<file path="src/hw/rtl/pse_pkg.sv">
`timescale 1ns / 1ps
// Shared types, constants and helpers for the printable string extractor.
// No dependencies; used by pse_cell, pse_chain and printable_string_extractor.
package pse_pkg;

   // Depth of the hold chain (bytes of an open run not yet emitted)
   localparam int HOLD_DEPTH = 63;
   localparam int RUN_W      = 6;
   localparam int BYTE_W     = 8;
   localparam int CSR_ADDR_W = 3;
   localparam int CSR_DATA_W = 32;

   localparam logic [BYTE_W-1:0] TAB_CHAR  = 8'h09;
   localparam logic [BYTE_W-1:0] LINE_END  = 8'h0A;
   localparam logic [BYTE_W-1:0] PRINT_LO  = 8'h20;
   localparam logic [BYTE_W-1:0] PRINT_HI  = 8'h7E;
   localparam logic [RUN_W-1:0]  RUN_MAX   = {RUN_W{1'b1}};
   localparam logic [RUN_W-1:0]  MIN_RUN_RESET = 6'd4;

   // Control from the sequencer to the hold chain
   typedef struct packed {
      logic clear;
      logic append;
      logic shift;
   } chain_ctl_type;

   // Status from the hold chain to the sequencer
   typedef struct packed {
      logic [BYTE_W-1:0] head_data;
      logic              head_valid;
      logic              second_valid;
   } chain_sts_type;

   // Test a byte for printable ASCII or tab
   function automatic logic is_printable(input logic [BYTE_W-1:0] b);
      return (b inside {[PRINT_LO:PRINT_HI], TAB_CHAR});
   endfunction

   // Effective threshold: zero acts as one, capped at the hold depth
   function automatic logic [RUN_W-1:0] eff_threshold(input logic [RUN_W-1:0] m);
      logic [RUN_W-1:0] t;
      t = (m == '0) ? RUN_W'(1) : m;
      if (t > RUN_W'(HOLD_DEPTH)) begin
         t = RUN_W'(HOLD_DEPTH);
      end
      return t;
   endfunction

endpackage

</file>
<file path="src/hw/rtl/printable_string_extractor.sv">
`timescale 1ns / 1ps
// Printable string extractor: takes one byte per req word and returns the
// bytes of printable runs of at least min_run bytes, each run closed by a
// newline word. A request is taken while the block is idle; it then holds off
// further requests until every result word it causes has been issued (a
// pass-through byte and/or newline, or a flush of the held run, which is
// drained from the head of the hold chain one byte per cycle unless rsp_ready
// stalls it). The hold chain is a row of 63 cells; it needs no clearing
// pass after reset. Register min_run sits at byte address 0 (reset 4).
// Depends on pse_pkg and pse_chain.
module printable_string_extractor (
   input  logic                           clock,
   input  logic                           reset,
   // request channel
   input  logic                           req_valid,
   output logic                           req_ready,
   input  logic [pse_pkg::BYTE_W-1:0]     req_data_byte,
   input  logic                           req_end_of_buffer,
   // response channel
   output logic                           rsp_valid,
   input  logic                           rsp_ready,
   output logic [pse_pkg::BYTE_W-1:0]     rsp_out_char,
   output logic                           rsp_is_line_end,
   output logic                           rsp_last_of_burst,
   // register port
   input  logic                           csr_psel,
   input  logic                           csr_penable,
   input  logic                           csr_pwrite,
   input  logic [pse_pkg::CSR_ADDR_W-1:0] csr_paddr,
   input  logic [pse_pkg::CSR_DATA_W-1:0] csr_pwdata,
   output logic [pse_pkg::CSR_DATA_W-1:0] csr_prdata,
   output logic                           csr_pready
);
   import pse_pkg::*;

   localparam logic ST_IDLE = 1'b0;
   localparam logic ST_BUSY = 1'b1;
   localparam logic REG_MIN_RUN = 1'b0;

   // ---------------- register port ----------------
   logic [RUN_W-1:0] min_run_ff, min_run_in;
   logic             csr_wr;

   assign csr_pready = 1'b1;
   assign csr_wr     = csr_psel && csr_penable && csr_pwrite;

   // Write min_run at its slot, ignore other addresses
   always_comb begin
      min_run_in = min_run_ff;
      if (csr_wr && csr_paddr[2] == REG_MIN_RUN) begin
         min_run_in = csr_pwdata[RUN_W-1:0];
      end
   end

   always_comb begin
      csr_prdata = '0;
      if (csr_paddr[2] == REG_MIN_RUN) begin
         csr_prdata = {{(CSR_DATA_W-RUN_W){1'b0}}, min_run_ff};
      end
   end

   // ---------------- run state and sequencer ----------------
   logic             state_ff, state_in;
   logic [RUN_W-1:0] run_len_ff, run_len_in;
   logic             passing_ff, passing_in;
   logic             line_emit_ff, line_emit_in;
   logic             char_pend_ff, char_pend_in;
   logic             flush_pend_ff, flush_pend_in;
   logic             nl_pend_ff, nl_pend_in;
   logic [BYTE_W-1:0] char_ff, char_in;

   logic [BYTE_W-1:0] rsp_char_ff, rsp_char_in;
   logic              rsp_le_ff, rsp_le_in;
   logic              rsp_last_ff, rsp_last_in;
   logic              rsp_valid_ff, rsp_valid_in;

   chain_ctl_type chain_ctl;
   chain_sts_type chain_sts;

   logic             accept, printable, last, emit, slot_free;
   logic [RUN_W-1:0] thr, run_inc, run_mid;
   logic             pass_mid, le_mid, run_open, do_flush, do_nl;

   assign req_ready = (state_ff == ST_IDLE);
   assign accept    = req_valid && req_ready;
   assign printable = is_printable(req_data_byte);
   assign last      = req_end_of_buffer;
   assign thr       = eff_threshold(min_run_ff);
   assign slot_free = !rsp_valid_ff || rsp_ready;
   assign emit      = (state_ff == ST_BUSY) && slot_free;

   // Work out the effect of one byte on the run
   always_comb begin
      run_inc  = run_len_ff + RUN_W'(1);
      run_mid  = run_len_ff;
      pass_mid = passing_ff;
      le_mid   = line_emit_ff;
      do_flush = 1'b0;
      do_nl    = 1'b0;
      if (printable) begin
         if (passing_ff) begin
            if (run_len_ff != RUN_MAX) begin
               run_mid = run_inc;
            end
         end else begin
            run_mid = run_inc;
            if (run_inc >= thr) begin
               pass_mid = 1'b1;
               do_flush = 1'b1;
            end
         end
      end else begin
         if (passing_ff) begin
            do_nl  = 1'b1;
            le_mid = 1'b1;
         end
         run_mid  = '0;
         pass_mid = 1'b0;
      end
      run_open = (run_mid != '0);
      // Close the open run at the end of the buffer
      if (last && run_open) begin
         if (pass_mid) begin
            do_nl = 1'b1;
         end else if (!le_mid) begin
            do_flush = 1'b1;
            do_nl    = 1'b1;
         end
      end
   end

   // Hold chain control: clear on a closed run or a dropped short run
   always_comb begin
      chain_ctl.clear  = accept && (!printable || (last && !do_flush));
      chain_ctl.append = accept && printable && !passing_ff;
      chain_ctl.shift  = emit && !char_pend_ff && flush_pend_ff;
   end

   pse_chain u_chain (
      .clock   (clock),
      .reset   (reset),
      .ctl     (chain_ctl),
      .wr_data (req_data_byte),
      .sts     (chain_sts)
   );

   // Advance the run state on accept, drain pending words while busy
   always_comb begin
      state_in      = state_ff;
      run_len_in    = run_len_ff;
      passing_in    = passing_ff;
      line_emit_in  = line_emit_ff;
      char_pend_in  = char_pend_ff;
      flush_pend_in = flush_pend_ff;
      nl_pend_in    = nl_pend_ff;
      char_in       = char_ff;
      rsp_char_in   = rsp_char_ff;
      rsp_le_in     = rsp_le_ff;
      rsp_last_in   = rsp_last_ff;
      rsp_valid_in  = rsp_valid_ff && !rsp_ready;
      if (accept) begin
         char_in       = req_data_byte;
         char_pend_in  = printable && passing_ff;
         flush_pend_in = do_flush;
         nl_pend_in    = do_nl;
         run_len_in    = last ? '0 : run_mid;
         passing_in    = last ? 1'b0 : pass_mid;
         line_emit_in  = last ? 1'b0 : le_mid;
         state_in      = (printable && passing_ff) || do_flush || do_nl ? ST_BUSY : ST_IDLE;
      end else if (emit) begin
         rsp_valid_in = 1'b1;
         if (char_pend_ff) begin
            rsp_char_in  = char_ff;
            rsp_le_in    = 1'b0;
            rsp_last_in  = !nl_pend_ff;
            char_pend_in = 1'b0;
            state_in     = nl_pend_ff ? ST_BUSY : ST_IDLE;
         end else if (flush_pend_ff) begin
            rsp_char_in   = chain_sts.head_data;
            rsp_le_in     = 1'b0;
            rsp_last_in   = !chain_sts.second_valid && !nl_pend_ff;
            flush_pend_in = chain_sts.second_valid;
            state_in      = (chain_sts.second_valid || nl_pend_ff) ? ST_BUSY : ST_IDLE;
         end else begin
            rsp_char_in = LINE_END;
            rsp_le_in   = 1'b1;
            rsp_last_in = 1'b1;
            nl_pend_in  = 1'b0;
            state_in    = ST_IDLE;
         end
      end
   end

   always_ff @(posedge clock) begin
      if (reset) begin
         state_ff      <= ST_IDLE;
         run_len_ff    <= '0;
         passing_ff    <= 1'b0;
         line_emit_ff  <= 1'b0;
         char_pend_ff  <= 1'b0;
         flush_pend_ff <= 1'b0;
         nl_pend_ff    <= 1'b0;
         rsp_valid_ff  <= 1'b0;
         min_run_ff    <= MIN_RUN_RESET;
      end else begin
         state_ff      <= state_in;
         run_len_ff    <= run_len_in;
         passing_ff    <= passing_in;
         line_emit_ff  <= line_emit_in;
         char_pend_ff  <= char_pend_in;
         flush_pend_ff <= flush_pend_in;
         nl_pend_ff    <= nl_pend_in;
         rsp_valid_ff  <= rsp_valid_in;
         min_run_ff    <= min_run_in;
      end
   end

   // Payload registers
   always_ff @(posedge clock) begin
      char_ff     <= char_in;
      rsp_char_ff <= rsp_char_in;
      rsp_le_ff   <= rsp_le_in;
      rsp_last_ff <= rsp_last_in;
   end

   assign rsp_valid         = rsp_valid_ff;
   assign rsp_out_char      = rsp_char_ff;
   assign rsp_is_line_end   = rsp_le_ff;
   assign rsp_last_of_burst = rsp_last_ff;

`ifndef SYNTHESIS
   // Busy always has a word left to send
   a_busy_has_work: assert property (@(posedge clock) disable iff (reset)
      state_ff == ST_BUSY |-> (char_pend_ff || flush_pend_ff || nl_pend_ff))
      else $error("busy with nothing pending");

   // A pending flush always finds a held byte at the head
   a_flush_has_data: assert property (@(posedge clock) disable iff (reset)
      (state_ff == ST_BUSY && flush_pend_ff) |-> chain_sts.head_valid)
      else $error("flush from empty hold chain");

   // Held bytes are packed from the head
   a_chain_packed: assert property (@(posedge clock) disable iff (reset)
      !chain_sts.head_valid |-> !chain_sts.second_valid)
      else $error("hold chain has a gap");

   // While passing through and idle, nothing is held
   a_pass_empty: assert property (@(posedge clock) disable iff (reset)
      (passing_ff && state_ff == ST_IDLE) |-> !chain_sts.head_valid)
      else $error("bytes held while passing through");
`endif

endmodule

</file>
<file path="src/hw/rtl/pse_cell.sv">
`timescale 1ns / 1ps
// One cell of the hold chain: a byte and its valid bit.
// Depends on pse_pkg.
module pse_cell (
   input  logic                          clock,
   input  logic                          reset,
   input  pse_pkg::chain_ctl_type        ctl,
   input  logic [pse_pkg::BYTE_W-1:0]    wr_data,
   input  logic                          prev_valid,
   input  logic [pse_pkg::BYTE_W-1:0]    next_data,
   input  logic                          next_valid,
   output logic [pse_pkg::BYTE_W-1:0]    data,
   output logic                          valid
);
   import pse_pkg::*;

   logic [BYTE_W-1:0] data_ff, data_in;
   logic              valid_ff, valid_in;

   // Clear, shift towards the head, or take the appended byte at the fill edge
   always_comb begin
      data_in  = data_ff;
      valid_in = valid_ff;
      if (ctl.clear) begin
         valid_in = 1'b0;
      end else if (ctl.shift) begin
         data_in  = next_data;
         valid_in = next_valid;
      end else if (ctl.append && !valid_ff && prev_valid) begin
         data_in  = wr_data;
         valid_in = 1'b1;
      end
   end

   always_ff @(posedge clock) begin
      if (reset) begin
         valid_ff <= 1'b0;
      end else begin
         valid_ff <= valid_in;
      end
   end

   always_ff @(posedge clock) begin
      data_ff <= data_in;
   end

   assign data  = data_ff;
   assign valid = valid_ff;

endmodule

</file>
<file path="src/hw/rtl/pse_chain.sv">
`timescale 1ns / 1ps
// Hold chain: a row of pse_cell, filled at the first empty cell, drained at cell 0.
// Depends on pse_pkg and pse_cell.
module pse_chain (
   input  logic                       clock,
   input  logic                       reset,
   input  pse_pkg::chain_ctl_type     ctl,
   input  logic [pse_pkg::BYTE_W-1:0] wr_data,
   output pse_pkg::chain_sts_type     sts
);
   import pse_pkg::*;

   logic [BYTE_W-1:0] cell_data  [0:HOLD_DEPTH];
   logic              cell_valid [0:HOLD_DEPTH];
   logic              prev_valid [0:HOLD_DEPTH-1];

   // Past the tail the chain reads as empty
   assign cell_data[HOLD_DEPTH]  = '0;
   assign cell_valid[HOLD_DEPTH] = 1'b0;

   genvar i;
   generate
      for (i = 0; i < HOLD_DEPTH; i++) begin : g_cell
         if (i == 0) begin : g_head
            assign prev_valid[i] = 1'b1;
         end else begin : g_body
            assign prev_valid[i] = cell_valid[i-1];
         end
         pse_cell u_cell (
            .clock      (clock),
            .reset      (reset),
            .ctl        (ctl),
            .wr_data    (wr_data),
            .prev_valid (prev_valid[i]),
            .next_data  (cell_data[i+1]),
            .next_valid (cell_valid[i+1]),
            .data       (cell_data[i]),
            .valid      (cell_valid[i])
         );
      end
   endgenerate

   assign sts.head_data    = cell_data[0];
   assign sts.head_valid   = cell_valid[0];
   assign sts.second_valid = cell_valid[1];

endmodule
</file>
<file path="config.mk">
export PLATFORM = sky130hd
export DESIGN_NAME = printable_string_extractor
export DESIGN_NICKNAME = d
export VERILOG_FILES = /design/src/hw/rtl/pse_pkg.sv /design/src/hw/rtl/printable_string_extractor.sv /design/src/hw/rtl/pse_cell.sv /design/src/hw/rtl/pse_chain.sv
export SDC_FILE = /design/constraint.sdc
export NUM_CORES = 1
export LEC_CHECK = 0
export ABC_AREA = 1
export BUFFER_PORTS_ARGS = -buffer_cell sky130_fd_sc_hd__buf_4
export CAP_MARGIN = 25
export CORE_AREA = 2 2 204 206
export DETAILED_ROUTE_END_ITERATION = 7
export DIE_AREA = 0 0 206 208
export PLACE_DENSITY = 0.79
export SLEW_MARGIN = 30
export SYNTH_ARGS = -nofsm -noshare
export SYNTH_HDL_FRONTEND = slang
export SYNTH_SLANG_ARGS = --single-unit
export TNS_END_PERCENT = 100
</file>
<file path="constraint.sdc">
create_clock -name clock -period 3.2 [get_ports clock]
set_input_delay 0.8 -clock clock [delete_from_list [all_inputs] [get_ports clock]]
set_output_delay 0.8 -clock clock [all_outputs]
set_load 0.05 [all_outputs]
</file>
==> metrics.md <==
| Metric | Value |
|---|---|
| Util after Layout | 68.7% |
| DRC violations left | 0 |
| Hold Crit Start | req_data_byte[6] |
| Number of CTS-inserted buffers | 58 |
| CP arrival | 3.38 ns |
| Area grow syn2layout | 12.3% |
| Bufs on Longest Clock Path | 3 |
| Hold buffer count at cts | 0 |
| Skew-Pair Late Insertion Delay | 0.62 ns |
| Initial Utilization | 61.2% |
| Max cap viols | 0 |
| Crit-path max cell delay | 0.37 ns |
| Share of layout cells above drive strength 1 | 10.3% |
| GRT Total Usage | 23.9% |
| DRT iter0 DRCs | 1696 |
| Cell count after synthesis | 2360 |
| EDFF count, synth | 522 |
| DRT Pass-1 Iters | 6 |
| Most Crowded Layer GR | met2 |
| Vias in the first global route | 16400 |
| Reg area | 0.0173 sq mm |
| Number of placement rows | 74 |
| Crit Path Category | flip-flop to flip-flop |
| WP buf/inv | 4 |
| Synth warn | 0 |
| Least-Margin Pin Slew | 0.887 ns |
| Synth area leader | edfxtp_1 |
| Area of the core | 0.0406 sq mm |
| Clock sinks | 604 |
| Synthesized area | 0.0248 sq mm |
| Hold crit path type | input port to flip-flop |
| Cells on Worst Hold Path | 1 |
| Rel. slew slack | 40.9% |
| Fmax | 0.331 GHz |
| Area after DPL | 0.0259 sq mm |
| Slowest CP cell | dfxtp_2 |
| Final Hold Viols | 0 |
| DR vias | 16500 |
| Final Net Count | 2473 |
| Die ar. | 0.0428 sq mm |
| CTS tree | built |
| Clock transition at path regs | 0.07 ns |
| Final Skew | 0.0322 ns |
| Placer congestion estimate | 0.827 |
| FF-to-FF Start | run_len_ff[1]$_SDFFE_PP0P_ |
| Most area-consuming cells after synthesis | edfxtp_1 63%, nand2_1 16%, dfxtp_1 6.6% |
| CP Cell Sequence | ha_1, nand3_1, nor2_2, inv_1, nand2_1, inv_1, ha_1, nand2_1, a21oi_1, nor3_1, a31oi_1, nand2_1, nand3_1, nand2_2, nand2_4, inv_16, nor2_1, buf_4 |
| Ports | 96 |
| Delay-heaviest family, CP | simple AND/OR/NAND/NOR gates |
| CP Max Fanout | 63 |
| Grt met2 use | 39.9% |
| Syn avg cell area | 10.5 sq um |
| Total power | 16.6 mW |
| Most frequent cells after synthesis | 1048 x nand2_1, 522 x edfxtp_1, 165 x inv_1 |
| Worst path most repeated cell | nand2_1 |
| Critical Path RT | 3.56 ns |
| Die Ht | 208 microns |
| H-tree lvl count | 2 |
| Final hold slack | 0.381 ns |
| Fillcell total | 2720 |
| Final setup viols | 0 |
| Post-synth top area share | 63.2% |
| GR Util met3 | 4.09% |
| Die width | 206 microns |
| Worst vdd ir | 0.418 mV |
| GR Util met1 | 32.1% |
| #FFs+latches synth | 604 |
| RSZ-0062 raised after global routing | yes |
| Multi-input logic area | 0.00609 sq mm |
| Final min period | 3.02 ns |
| Period utilization | 94.4% |
| Worst r2r path cells | 18 |
| Status | finished, final reports clean |
| Startpoint Class | flip-flop |
| Port bufs | 40 |
| Antenna fix cells | 0 |
| Most common cell in the synthesized netlist | nand2_1 |
| First-pass GRT wire length | 81.9 mm |
| Largest net degree at the start of global routing | 114 |
| ANT nets after route | 0 |
| Final Max Tran Viols | 0 |
| Library cells used by synthesis | 36 |
| FF-to-FF End | u_chain.g_cell[43].u_cell.data[0]$_DFFE_PP_ |
| Element type at the critical path end | flip-flop |
| Endpoint, Worst Hold | char_ff[6]$_DFFE_PP_ |
| Finished layout cell area | 0.0279 sq mm |
| Lkg Pwr | 10.4 nW |
| Reg2Reg Setup Slack | 0.18 ns |
| DP HPWL | 29.5 mm |
| Root Driver | clkbuf_16 |
| WP depth | 18 |
| Initial antenna violation count | 0 |
| DR WL/cell | 16.9 microns |
| Power density cells | 595 mW/mm^2 |
| Post-synth ARST share | 0% |
| Gr ovfl total | 0 |
| Detailed Route WL | 50.6 mm |
| DR vias/cell | 5.51 |
| Post-synth top flop | edfxtp_1 |
| Seq/Total Area, Yosys | 69.8% |
==> layout make-up <==
| type | instances | share of cell area [%] |
|---|---|---|
| sequential | 604 | 62.2 |
| clock inverter | 30 | 1.14 |
| timing repair buffer | 136 | 4.22 |
| inverter | 174 | 2.41 |
| tap | 532 | 2.39 |
| clock buffer | 80 | 5.80 |
| multi-input combinational | 1441 | 21.9 |
==> logic make-up (layout without fill, tap and decap cells) <==
family	count (synthesis)	in the layout	synth area share (%)
AO/OA/AOI/OAI	171	171	4.53
XOR/XNOR	2	2	0.0706
adder cells (fa/ha/maj)	7	7	0.353
buffers and inverters	340	420	6.23
flip-flops	604	604	69.8
other	2	27	0.0303
AND/OR/NAND/NOR	1234	1234	19.0
==> what timing repair did <==
item | CTS | global route
resized for setup | 2 | 17
pin swaps | 0 | 1
buffers inserted | 0 | 1
setup endpoints to repair | 504 | 542
==> per-layer routing <==
layer	up-vias	wire, microns
met5	-	0
met4	0	1210
met3	105	3400
met2	598	25100
met1	8015	20900
li1	7805	-
==> state kept, by name (all words and copies together) (netlist names) <==
| name | count |
|---|---|
| char_ff | 8 |
| char_pend_ff | 1 |
| flush_pend_ff | 1 |
| line_emit_ff | 1 |
| min_run_ff | 6 |
| nl_pend_ff | 1 |
| passing_ff | 1 |
| rsp_is_line_end | 1 |
| rsp_last_of_burst | 1 |
| rsp_out_char | 8 |
| rsp_valid | 1 |
| run_len_ff | 6 |
| state_ff | 1 |
| u_chain.g_cell.u_cell.data | 504 |
| u_chain.g_cell.u_cell.valid | 63 |
==> worst max path at each step <==
stage / start / end / slack (ns)
after floorplan: run_len_ff[0]$_SDFFE_PP0P_ / u_chain.g_cell[0].u_cell.data[0]$_DFFE_PP_ / 0.25
after global placement: run_len_ff[1]$_SDFFE_PP0P_ / u_chain.g_cell[16].u_cell.data[3]$_DFFE_PP_ / 0.003
after detailed placement: run_len_ff[1]$_SDFFE_PP0P_ / u_chain.g_cell[51].u_cell.data[3]$_DFFE_PP_ / -0.12
after CTS: run_len_ff[1]$_SDFFE_PP0P_ / u_chain.g_cell[25].u_cell.data[1]$_DFFE_PP_ / 0.08
after global routing: run_len_ff[1]$_SDFFE_PP0P_ / u_chain.g_cell[36].u_cell.valid$_SDFFE_PP0P_ / -0.008
final: run_len_ff[1]$_SDFFE_PP0P_ / u_chain.g_cell[43].u_cell.data[0]$_DFFE_PP_ / 0.18
==> power breakdown <==
| group | internal (mW) | total (mW) | switching (mW) |
|---|---|---|---|
| Clock | 4.02 | 6.92 | 2.90 |
| Combinational | 0.227 | 0.911 | 0.684 |
| Sequential | 8.71 | 8.75 | 0.0468 |
==> placed cells by master (no fill, tap or decap), types with 2 or more instances in the layout <==
| master | n |
|---|---|
| nor2_4 | 2 |
| o21ai_0 | 14 |
| ha_1 | 7 |
| buf_4 | 123 |
| o21ai_1 | 3 |
| o31ai_1 | 61 |
| inv_2 | 5 |
| clkinv_2 | 9 |
| nor2_1 | 138 |
| inv_1 | 165 |
| clkbuf_16 | 59 |
| nand4_1 | 4 |
| conb_1 | 27 |
| dfxtp_1 | 81 |
| nor2_2 | 13 |
| a21oi_1 | 20 |
| clkinv_1 | 11 |
| buf_12 | 12 |
| nand2_4 | 2 |
| o22a_1 | 2 |
| bufinv_16 | 6 |
| nand2_2 | 5 |
| inv_16 | 2 |
| nand3_2 | 2 |
| clkbuf_8 | 6 |
| o22ai_1 | 62 |
| edfxtp_1 | 522 |
| inv_6 | 2 |
| a22o_1 | 6 |
| clkbuf_1 | 15 |
| nand2_1 | 1044 |
| nand3_1 | 22 |
==> stage by stage <==
step | TNS [ns] | std cells | setup slack [ns]
finish | 0 | 2997 | 0.178
global route | -0.0107 | 2997 | -0.00772
CTS | 0 | 2996 | 0.0809
detailed placement | -31.09 | 2886 | -0.119
global placement | 0 | 2886 | 0.00336
floorplan | 0 | 2385 | 0.253
No activity file was read; power rests on OpenSTA's default activity.
